==> config.mk <==
export PLATFORM = sky130hd
export DESIGN_NAME = rmq_sqrt
export DESIGN_NICKNAME = d
export VERILOG_FILES = /design/src/rtl/core/rmq_pkg.sv /design/src/rtl/core/rmq_sqrt.sv
export SDC_FILE = /design/constraint.sdc
export NUM_CORES = 1
export LEC_CHECK = 0
export ABC_AREA = 0
export BUFFER_PORTS_ARGS = -buffer_cell sky130_fd_sc_hd__buf_2
export CAP_MARGIN = 20
export CORE_UTILIZATION = 25
export CTS_CLUSTER_SIZE = 30
export DETAILED_ROUTE_END_ITERATION = 10
export SLEW_MARGIN = 20
export SYNTH_ARGS = -nofsm -noshare
export SYNTH_HDL_FRONTEND = slang
export SYNTH_SLANG_ARGS = --single-unit
==> constraint.sdc <==
create_clock -name clk -period 6.1 [get_ports clk]
set_clock_uncertainty 0.05 [all_clocks]
set_input_delay 1.22 -clock clk [delete_from_list [all_inputs] [get_ports clk]]
set_output_delay 1.22 -clock clk [all_outputs]
set_load 0.02 [all_outputs]
==> src/rtl/core/rmq_pkg.sv <==
// ----------------------------------------------------------------------------
// rmq_pkg
// Shared widths, constants and stage word types for the matrix-to-quaternion
// pipeline.
// ----------------------------------------------------------------------------
package rmq_pkg;

  localparam int DATA_WIDTH = 16;
  localparam int FRAC_BITS  = 14;
  localparam int SUM_W      = DATA_WIDTH + 3;       // trace / sqrt argument
  localparam int NUM_W      = DATA_WIDTH + 1;       // Shepperd numerators
  localparam int ARG_W      = DATA_WIDTH + 1;       // positive argument
  localparam int RAD_W      = 2 * ((ARG_W + FRAC_BITS + 1) / 2);
  localparam int ROOT_W     = RAD_W / 2;
  localparam int REM_W      = ROOT_W + 2;
  localparam int DIVS_W     = ROOT_W + 1;           // divisor 2r
  localparam int DVD_W      = NUM_W + FRAC_BITS;    // (|num| << F) + r
  // r >= 2^(F/2) when not degenerate, so the top bits never yield a quotient
  localparam int QLOG_MIN   = FRAC_BITS / 2 + 1;
  localparam int Q_W        = DVD_W - QLOG_MIN + 1;
  localparam int DIV_STAGES = Q_W;
  localparam int SQRT_STAGES = ROOT_W;

  localparam logic signed [SUM_W-1:0] ONE = SUM_W'(1) << FRAC_BITS;

  localparam logic [1:0] BR_TRACE = 2'd0;
  localparam logic [1:0] BR_M00   = 2'd1;
  localparam logic [1:0] BR_M11   = 2'd2;
  localparam logic [1:0] BR_M22   = 2'd3;

  typedef logic signed [NUM_W-1:0] num_t;

  typedef struct packed {
    logic             valid;
    logic [1:0]       br;
    logic             degen;
    logic [RAD_W-1:0] rad;
    num_t             n0;
    num_t             n1;
    num_t             n2;
  } front_t;

  typedef struct packed {
    logic              valid;
    logic [1:0]        br;
    logic              degen;
    logic [ROOT_W-1:0] root;
    num_t              n0;
    num_t              n1;
    num_t              n2;
  } root_word_t;

  typedef struct packed {
    logic              valid;
    logic [1:0]        br;
    logic              degen;
    logic [ROOT_W-1:0] root;
    logic [2:0]        neg;
    logic [Q_W-1:0]    q0;
    logic [Q_W-1:0]    q1;
    logic [Q_W-1:0]    q2;
  } div_word_t;

endpackage

==> src/rtl/core/rmq_sqrt.sv <==
// ----------------------------------------------------------------------------
// rmq_sqrt
// Integer square root, one root bit per pipeline stage.
// ----------------------------------------------------------------------------
module rmq_sqrt (
  input  logic                clk,
  input  logic                rst_n,
  input  rmq_pkg::front_t     in_word,
  output rmq_pkg::root_word_t out_word
);
  localparam int N  = rmq_pkg::SQRT_STAGES;
  localparam int RW = rmq_pkg::RAD_W;
  localparam int MW = rmq_pkg::REM_W;
  localparam int OW = rmq_pkg::ROOT_W;

  typedef struct packed {
    logic             valid;
    logic [1:0]       br;
    logic             degen;
    rmq_pkg::num_t    n0;
    rmq_pkg::num_t    n1;
    rmq_pkg::num_t    n2;
    logic [RW-1:0]    rad;
    logic [MW-1:0]    rem;
    logic [OW-1:0]    root;
  } sq_stage_t;

  sq_stage_t st [0:N];
  sq_stage_t head_w;

  always_comb begin
    head_w       = '0;
    head_w.valid = in_word.valid;
    head_w.br    = in_word.br;
    head_w.degen = in_word.degen;
    head_w.n0    = in_word.n0;
    head_w.n1    = in_word.n1;
    head_w.n2    = in_word.n2;
    head_w.rad   = in_word.rad;
  end

  assign st[0] = head_w;

  for (genvar k = 0; k < N; k++) begin : g_stage
    sq_stage_t s_r, s_nxt;
    logic [MW-1:0] rem_w, trial;
    always_comb begin
      s_nxt = st[k];
      rem_w = {st[k].rem[MW-3:0], st[k].rad[RW-1 -: 2]};
      trial = {st[k].root, 2'b01};
      s_nxt.rad = st[k].rad << 2;
      if (rem_w >= trial) begin
        s_nxt.rem  = rem_w - trial;
        s_nxt.root = {st[k].root[OW-2:0], 1'b1};
      end else begin
        s_nxt.rem  = rem_w;
        s_nxt.root = {st[k].root[OW-2:0], 1'b0};
      end
    end
    always_ff @(posedge clk) begin
      s_r <= s_nxt;
      if (!rst_n) begin
        s_r.valid <= 1'b0;
      end
    end
    assign st[k+1] = s_r;
  end

  assign out_word.valid = st[N].valid;
  assign out_word.br    = st[N].br;
  assign out_word.degen = st[N].degen;
  assign out_word.root  = st[N].root;
  assign out_word.n0    = st[N].n0;
  assign out_word.n1    = st[N].n1;
  assign out_word.n2    = st[N].n2;
endmodule

==> results.yml <==
global_route:
  grt_pass1_vias: 19458
  grt_usage_pct: 7.16
  overflow: 0
  grt_first_pass_wirelength_mm: 92.4
  grt_max_degree: 28
  antenna_found_initial: 1
route:
  ant_nets: 0
  vias: 19760
  routed_wl_mm: 56.3
  drc: 0
  drt-initial-drc-count: 685
  routedWlPerCell_um: 10.4
  viasPerCell: 3.66
  dr.pass1.iters: 5
timing:
  maxSlewHeadroom_pct: 34.7
  hold_viol_final: 0
  rsz0062_at_grt: "no"
  max_freq_ghz: 0.340
  drv_slew: 0
  min_period_ps: 2940
  tightest_slew_ps: 966
  tns_ps: 0
  setup_viol: 0
  period_share_pct: 48.3
worst_setup_path:
  arrival_ps: 3520
  critPathTopFamily: "compound AO/OA/AOI/OAI gates"
  path_cells: "inv_1 -> ha_1 -> nand2b_1 -> a21oi_1 -> o31ai_1 -> o21ai_0 -> a21oi_1 -> o21a_1 -> mux2_2"
  end_kind: "flop"
  cpPeakStageDelay_ps: 620
  critical_path_class: "reg -> reg"
  critPathLaunchType: "flop"
  ff2ff_setup_slack_ps: 3160
  crit_path_max_fanout: 16
  crit_required_ps: 6670
  cp_common_cell: "a21oi_1"
  path_buf_inv: 1
  slowest_stage: "o21a_1"
finish:
  drive_gt1_share_pct: 14.2
  num_antenna_cells: 0
  final_cells: 5404
  fin_nets: 3466
  area_delta_synth_final_pct: 22.0
yosys:
  async_reset_ff_share_pct: 0
  synth.most_common_cell: "dfxtp_1"
  synth_commonest_cells: "dfxtp_1 (1,480), inv_1 (173), ha_1 (152)"
  syn-num-nets: 3174
  synth_top_area_share_pct: 75.5
  synth_area_leaders: "dfxtp_1 (76%), ha_1 (4.8%), xnor2_1 (2.0%)"
  synth.avg_cell_area_um2: 13.4
  synth_seq_area_share_pct: 75.5
  synth_area_mm2: 0.0392
  synth_edf_count: 0
  synthFlopType: "dfxtp_1"
  yosysTopAreaCell: "dfxtp_1"
  synth-seq-cells: 1480
  synth_cells: 2933
  ys_warn_count: 0
  ys_types: 73
power_and_ir_drop:
  pwr-share-seq_pct: 48.5
  pwr_density_cell_mw_per_mm2: 485
  p_leak_nw: 20.9
  ir_worst_vdd_mv: 0.285
  power_frac_clock_pct: 40.8
  pwr-share-comb_pct: 10.6
  finalPower_mw: 23.2
  internal_power_mw: 17.6
  p_sw_mw: 5.63
  swShare_pct: 24.3
die:
  rows: 145
  start_util_pct: 25.1
  coreArea_mm2: 0.156
  die_x_um: 398
  dieArea_mm2: 0.159
  die_h_um: 398
  io_pins: 160
worst_hold_path:
  hp-class: "reg -> reg"
clocking:
  clk_pin_slew_ps: 60
  cts.htree.levels: 4
  cts_tree: "done"
  root_buffer: "clkbuf_16"
  numCtsBuffers: 153
  cts.path.max_buffers: 3
  ctsHoldBuffers: 0
  ctsResizeCount: 0
  clock_latency_ps: 770
  cts_setup_buffers: 0
  clkSinkCount: 1480
place:
  post-dp-hpwl_mm: 36.7
  dpl.cell_count: 5128
  gp_congestion: 0.846
  io_buffers: 159
flow_run:
  cap_violations: 0
status:
  status: "finished clean"
[power by group through the flow]
stage          Sequential (mW)  Clock [mW]  Combinational [mW]
4_1_cts                   11.3        9.87                2.49
3_5_place_dp              11.5           0                2.47
2_1_floorplan             11.3           0                1.96
5_1_grt                   11.4        10.3                2.78
6_report                  11.3        9.47                2.47
3_3_place_gp              11.5           0                2.42
[stage by stage]
| stage | hold WS, ps | util [%] | instance area [µm²] | setup slack, ps |
|---|---|---|---|---|
| final | 229 | 30.7 | 47900 | 3160 |
| after global routing | 218 | 30.7 | 47900 | 2890 |
| after CTS | 230 | 30.7 | 47900 | 3140 |
| after detailed placement | 262 | 27.3 | 42500 | 3160 |
| after global placement | 260 | 27.3 | 42500 | 2810 |
| after floorplan | 260 | - | 39200 | 3480 |
[logic make-up (layout without fill, tap and decap cells)]
logic type | after synthesis | count (layout) | share of synthesized area (%)
muxes | 50 | 50 | 1.40
buffers and inverters | 202 | 615 | 1.97
DFF | 1480 | 1480 | 75.5
other | 1 | 1 | 0.00956
adders and majority gates | 152 | 152 | 4.85
and+or+nand+nor | 510 | 510 | 6.58
xor gates and xnor gates | 166 | 166 | 3.71
AOI/OAI and AO/OA | 372 | 372 | 5.98
[worst paths after layout]
kind / from / depth (start not counted) / endpoint
max: g_stage[12].s_r[0] / 9 / g_stage[13].s_r[26]
min: g_stage[7].s_r[60] / 0 / g_stage[8].s_r[62]
max reg2reg: g_stage[12].s_r[0] / 9 / g_stage[13].s_r[26]
min reg2reg: g_stage[7].s_r[60] / 0 / g_stage[8].s_r[62]
[final cells by class]
class | instances | area (µm²)
Fill cell | 15624 | 108000
Sequential cell | 1480 | 29600
Multi-Input combinational cell | 1251 | 8840
Clock buffer | 201 | 4260
Tap cell | 2058 | 2570
Clock inverter | 75 | 1060
Timing Repair Buffer | 164 | 837
Inverter | 175 | 657
[layer usage]
| metal | track usage, % | vias up | part of all wire (%) |
|---|---|---|---|
| met5 | 0 | - | 0 |
| met4 | 4.07 | 0 | 3.9 |
| met3 | 2.58 | 160 | 5.6 |
| met2 | 11.2 | 376 | 45 |
| met1 | 8.44 | 8891 | 46 |
| li1 | - | 10333 | - |
[cells in the final DEF, fill, tap and decap left out, types with 25 or more instances in the layout]
master and count:
xor2_1 78, buf_2 159, dfxtp_1 1480, nor2_1 124
nor3_1 58, clkbuf_16 155, clkbuf_1 25, nor4_1 25
o21a_1 36, a21o_1 28, and2_1 25, a21oi_1 109
mux2_2 38, inv_1 173, nand2_1 120, ha_1 152
xnor2_1 88, o21ai_0 93
[sequential cells by signal, indices dropped and copies added (netlist names)]
name / cells
g_stage.s_nxt: 65
g_stage.s_r: 1316
out_word: 71
g_stage.rem_w: 18
g_stage.trial: 10
Power figures use the tool's default switching activity.
