**config.mk**
```make
export PLATFORM = sky130hd
export DESIGN_NAME = rmq_front
export DESIGN_NICKNAME = d
export VERILOG_FILES = /design/src/rtl/core/rmq_pkg.sv /design/src/rtl/core/rmq_front.sv
export SDC_FILE = /design/constraint.sdc
export NUM_CORES = 1
export LEC_CHECK = 0
export BUFFER_PORTS_ARGS = -buffer_cell sky130_fd_sc_hd__buf_2
export CAP_MARGIN = 20
export CORE_UTILIZATION = 60
export DETAILED_ROUTE_END_ITERATION = 6
export HOLD_SLACK_MARGIN = 0.05
export PLACE_DENSITY_LB_ADDON = 0.08
export SETUP_SLACK_MARGIN = 0.15
export SLEW_MARGIN = 20
export SYNTH_ARGS = -nofsm -noshare
export SYNTH_HDL_FRONTEND = slang
export SYNTH_SLANG_ARGS = --single-unit
```
**constraint.sdc**
```tcl
create_clock -name clk -period 5.3 [get_ports clk]
set_input_delay 0.53 -clock clk [delete_from_list [all_inputs] [get_ports clk]]
set_output_delay 0.53 -clock clk [all_outputs]
set_load 0.02 [all_outputs]
```
**src/rtl/core/rmq_pkg.sv**
```systemverilog
// ----------------------------------------------------------------------------
// rmq_pkg
// Shared widths, constants and stage word types for the matrix-to-quaternion
// pipeline.
// ----------------------------------------------------------------------------
package rmq_pkg;

  localparam int DATA_WIDTH = 16;
  localparam int FRAC_BITS  = 14;
  localparam int SUM_W      = DATA_WIDTH + 3;       // trace / sqrt argument
  localparam int NUM_W      = DATA_WIDTH + 1;       // Shepperd numerators
  localparam int ARG_W      = DATA_WIDTH + 1;       // positive argument
  localparam int RAD_W      = 2 * ((ARG_W + FRAC_BITS + 1) / 2);
  localparam int ROOT_W     = RAD_W / 2;
  localparam int REM_W      = ROOT_W + 2;
  localparam int DIVS_W     = ROOT_W + 1;           // divisor 2r
  localparam int DVD_W      = NUM_W + FRAC_BITS;    // (|num| << F) + r
  // r >= 2^(F/2) when not degenerate, so the top bits never yield a quotient
  localparam int QLOG_MIN   = FRAC_BITS / 2 + 1;
  localparam int Q_W        = DVD_W - QLOG_MIN + 1;
  localparam int DIV_STAGES = Q_W;
  localparam int SQRT_STAGES = ROOT_W;

  localparam logic signed [SUM_W-1:0] ONE = SUM_W'(1) << FRAC_BITS;

  localparam logic [1:0] BR_TRACE = 2'd0;
  localparam logic [1:0] BR_M00   = 2'd1;
  localparam logic [1:0] BR_M11   = 2'd2;
  localparam logic [1:0] BR_M22   = 2'd3;

  typedef logic signed [NUM_W-1:0] num_t;

  typedef struct packed {
    logic             valid;
    logic [1:0]       br;
    logic             degen;
    logic [RAD_W-1:0] rad;
    num_t             n0;
    num_t             n1;
    num_t             n2;
  } front_t;

  typedef struct packed {
    logic              valid;
    logic [1:0]        br;
    logic              degen;
    logic [ROOT_W-1:0] root;
    num_t              n0;
    num_t              n1;
    num_t              n2;
  } root_word_t;

  typedef struct packed {
    logic              valid;
    logic [1:0]        br;
    logic              degen;
    logic [ROOT_W-1:0] root;
    logic [2:0]        neg;
    logic [Q_W-1:0]    q0;
    logic [Q_W-1:0]    q1;
    logic [Q_W-1:0]    q2;
  } div_word_t;

endpackage

```
**src/rtl/core/rmq_front.sv**
```systemverilog
// ----------------------------------------------------------------------------
// rmq_front
// Branch choice, square-root argument and numerators, one register stage.
// ----------------------------------------------------------------------------
module rmq_front (
  input  logic                                clk,
  input  logic                                rst_n,
  input  logic                                in_valid,
  input  logic signed [rmq_pkg::DATA_WIDTH-1:0] m00, m01, m02,
  input  logic signed [rmq_pkg::DATA_WIDTH-1:0] m10, m11, m12,
  input  logic signed [rmq_pkg::DATA_WIDTH-1:0] m20, m21, m22,
  output rmq_pkg::front_t                     out_word
);
  localparam int SW = rmq_pkg::SUM_W;
  localparam int NW = rmq_pkg::NUM_W;

  rmq_pkg::front_t word_r, word_nxt;
  logic signed [SW-1:0] a00, a11, a22, t, arg;

  assign a00 = SW'(m00);
  assign a11 = SW'(m11);
  assign a22 = SW'(m22);
  assign t   = a00 + a11 + a22;

  always_comb begin
    word_nxt       = '0;
    word_nxt.valid = in_valid;
    if (t > 0) begin
      word_nxt.br = rmq_pkg::BR_TRACE;
      arg         = t + rmq_pkg::ONE;
      word_nxt.n0 = NW'(m21) - NW'(m12);
      word_nxt.n1 = NW'(m02) - NW'(m20);
      word_nxt.n2 = NW'(m10) - NW'(m01);
    end else if (m00 > m11 && m00 > m22) begin
      word_nxt.br = rmq_pkg::BR_M00;
      arg         = rmq_pkg::ONE + a00 - a11 - a22;
      word_nxt.n0 = NW'(m21) - NW'(m12);
      word_nxt.n1 = NW'(m01) + NW'(m10);
      word_nxt.n2 = NW'(m02) + NW'(m20);
    end else if (m11 > m22) begin
      word_nxt.br = rmq_pkg::BR_M11;
      arg         = rmq_pkg::ONE + a11 - a00 - a22;
      word_nxt.n0 = NW'(m02) - NW'(m20);
      word_nxt.n1 = NW'(m01) + NW'(m10);
      word_nxt.n2 = NW'(m12) + NW'(m21);
    end else begin
      word_nxt.br = rmq_pkg::BR_M22;
      arg         = rmq_pkg::ONE + a22 - a00 - a11;
      word_nxt.n0 = NW'(m10) - NW'(m01);
      word_nxt.n1 = NW'(m02) + NW'(m20);
      word_nxt.n2 = NW'(m12) + NW'(m21);
    end
    word_nxt.degen = (arg <= 0);
    if (arg > 0) begin
      word_nxt.rad = rmq_pkg::RAD_W'(arg[rmq_pkg::ARG_W-1:0]) << rmq_pkg::FRAC_BITS;
    end
  end

  always_ff @(posedge clk) begin
    word_r <= word_nxt;
    if (!rst_n) begin
      word_r.valid <= 1'b0;
    end
  end

  assign out_word = word_r;
endmodule

```
==> qor.tcl <==
set qor(synth_top_cell_by_area) {sky130_fd_sc_hd__ha_1}
set qor(final_design_area_no_fill_um2) 16400
set qor(start_util_pct) 61.6
set qor(cp-startpoint) {m00[1]}
set qor(synth_top_cells_by_area) {sky130_fd_sc_hd__ha_1, sky130_fd_sc_hd__fa_1, sky130_fd_sc_hd__dfxtp_1}
set qor(post_cts_buffers) 0
set qor(clock_tree.root_cell) {sky130_fd_sc_hd__clkbuf_16}
set qor(final.fill_count) 2001
set qor(first_iter_violations) 840
set qor(global_route_wire_length_before_repair_mm) 63.8
set qor(area.growth.synth_to_final_pct) 12.8
set qor(fp.dieW_um) 158
set qor(drc_errors) 0
set qor(synth.lib_cells_used.distinct) 84
set qor(placementRows) 56
set qor(port-buffer-count) 218
set qor(dpl-instance-area_um2) 16100
set qor(finalWeightedCongestion) 0.940
set qor(layout_worst_path_cycle_share_pct) 91.7
set qor(cp_num_buf_inv) 2
set qor(yosysMostFrequentCell) {sky130_fd_sc_hd__ha_1}
set qor(cts.path.max_buffers) 2
set qor(sequence_of_cells_on_the_critical_path) {buf_2 > fa_1 > ha_1 > fa_1 > a21o_1 > nand3_1 > a31oi_1 > o21ai_0 > a21bo_2 > nand3_1 > inv_1 > ha_1 > nor4b_1 > nand4_1 > o31a_2 > nor2_4 > nor4b_1 > a311oi_1}
set qor(routed_via_density) 5.69
set qor(cts_resized) 0
set qor(h-tree-depth) 3
set qor(timing.hold.ws_ps) 420
set qor(finalCriticalPeriod_ps) 4860
set qor(tritoncts_num_sinks) 72
set qor(worstPathMaxFanout) 19
set qor(core_um2) 23600
set qor(worst_setup_path_endpoint) {out_word[50]}
set qor(synthTopCellsByCount) {sky130_fd_sc_hd__ha_1, sky130_fd_sc_hd__inv_1, sky130_fd_sc_hd__a21oi_1}
set qor(num_vias) 13266
set qor(arrival_time_reported_for_the_critical_path_endpoint_ps) 5060
set qor(ys_dominant_reg_cell) {sky130_fd_sc_hd__dfxtp_1}
set qor(die_area_um2) 24900
set qor(largest_register_ffs) 72
set qor(cpPeakStageDelay_ps) 490
set qor(syn-instance-count) 1790
set qor(detailedPlacementHpwl_mm) 35.2
set qor(netlist_area_um2) 14500
set qor(groute.usage.overall_pct) 32.9
set qor(grt_antenna_before_repair) 2
set qor(syn_avg_cell_area_um2) 8.12
set qor(outcome) {completed}
set qor(totalNegativeSetupSlack_ps) 0
set qor(tritoncts) {yes}
set qor(crit_cells) 18
set qor(critical_path.endpoint_type) {flop}
set qor(synth-edff-count) 0
set qor(setup-violations-final) 0
set qor(synth.ff_latch_count) 72
set qor(seq_area_frac_synth_pct) 9.92
set qor(rsz0062_at_grt) {false}
set qor(crit_family) {simple AND/OR/NAND/NOR gates}
set qor(drive_gt1_share_pct) 15.8
set qor(nNetsFinal) 2524
set qor(synthArstFlopShare_pct) 0
set qor(worst_pin_slew_ps) 1010
set qor(worst_setup_path_start_kind) {input port}
set qor(globalRoute.totalOverflow) 0
set qor(pwr_density_cell_nw_per_um2) 302
set qor(dr.pass1.iters) 5
set qor(hold_path.class) {input port to flop}
set qor(timing.max_slew.rel_slack_pct) 31.2
set qor(grt_pass1_vias) 12916
set qor(boundaryPins) 234
set qor(worstSetupPathType) {input port to flop}
set qor(drv_slew) 0
set qor(power_leakage_nw) 8.28
set qor(ant_nets) 0
set qor(clock_buffers_created_by_tritoncts) 9
set qor(drv_cap) 0
set qor(wl_mm) 40.8
set qor(timing.fmax_mhz) 206
set qor(y_dimension_of_the_die_um) 158
set qor(finalHoldViolations) 0
set qor(maximum_number_of_pins_on_one_net_before_global_route_repair) 50
set qor(worst_ep_required_time_ps) 5510
set qor(yosysWarningCount) 0
set qor(cts_hold_buf) 0
set qor(total_power_mw) 4.95
set qor(worst_setup_hold_path_clk_slew_ps) 60
set qor(post-synth-top-area-fraction_pct) 25.3
set qor(vdd_ir_drop_max_uv) 176
set qor(drt-wirelength-per-cell_um) 17.5
set qor(critical-path-slowest-cell) {sky130_fd_sc_hd__fa_1}
-- metal layers --
layer	global-route usage [%]	vias to the layer above	routed length, µm
met5	0	-	0
met4	14.7	0	1700
met3	2.82	78	2240
met2	58.5	387	19900
met1	40.1	6254	17000
li1	-	6547	-
-- metrics by stage --
stage / cells / util (%) / setup WS [ps]
floorplan: 1804 / - / 1030
global placement: 2313 / 68.1 / 312
detailed placement: 2313 / 68.1 / 187
CTS: 2328 / 69.4 / 505
global route: 2330 / 69.4 / 189
finish: 2330 / 69.4 / 441
-- kinds of logic (layout without fill, tap and decap cells) --
| group | Yosys count | count (layout) | synth area share (%) |
|---|---|---|---|
| adders and majority gates | 372 | 372 | 36.0 |
| DFF | 72 | 72 | 9.92 |
| other | 1 | 17 | 0.0258 |
| buffers and inverters | 284 | 489 | 8.00 |
| muxes | 42 | 42 | 2.95 |
| and+or+nand+nor | 458 | 458 | 15.5 |
| xor gates and xnor gates | 119 | 119 | 7.17 |
| AOI/OAI and AO/OA | 442 | 442 | 20.4 |
-- power by group --
part           internal (mW)  total [mW]  leakage (nW)  switching (mW)
clock                  0.422       0.658         0.155           0.236
sequential             0.768       0.872         0.606           0.104
combinational           1.37        3.42          7.52            2.05
total                   2.56        4.95          8.28            2.39
-- layout make-up --
class / count / area, µm² / area share (%)
multi-input combinational: 1448 / 12000 / 73.2
sequential: 72 / 1440 / 8.79
timing repair buffer: 255 / 1410 / 8.58
inverter: 219 / 822 / 5.01
tap: 319 / 399 / 2.43
clock buffer: 10 / 239 / 1.46
clock inverter: 5 / 81.3 / 0.496
antenna: 2 / 5.00 / 0.0305
-- worst min path at each step --
stage,startpoint,end,slack [ps],cells past startpoint
2_1_floorplan,in_valid,out_word[86],650,1
3_3_place_gp,in_valid,out_word[86],740,2
3_5_place_dp,in_valid,out_word[86],760,2
4_1_cts,in_valid,out_word[86],420,2
5_1_grt,in_valid,out_word[86],430,2
6_report,in_valid,out_word[86],420,2
-- layout by cell type (no fill, tap or decap), types with 18 or more instances in the layout --
master and n:
sky130_fd_sc_hd__ha_1 294, sky130_fd_sc_hd__inv_1 218, sky130_fd_sc_hd__buf_2 218, sky130_fd_sc_hd__a21oi_1 132, sky130_fd_sc_hd__nor2_1 124, sky130_fd_sc_hd__nand2_1 115, sky130_fd_sc_hd__xnor2_1 84, sky130_fd_sc_hd__o21ai_0 82
sky130_fd_sc_hd__fa_1 78, sky130_fd_sc_hd__dfxtp_1 72, sky130_fd_sc_hd__nor3_1 48, sky130_fd_sc_hd__xor2_1 35, sky130_fd_sc_hd__mux2i_1 35, sky130_fd_sc_hd__buf_4 34, sky130_fd_sc_hd__nor2b_1 32, sky130_fd_sc_hd__nand3_1 25
sky130_fd_sc_hd__a21o_1 21, sky130_fd_sc_hd__a31oi_1 20, sky130_fd_sc_hd__or3_1 19, sky130_fd_sc_hd__and3_1 18, sky130_fd_sc_hd__and2_1 18, sky130_fd_sc_hd__o21bai_1 18
(Power assumes the default switching activity.)
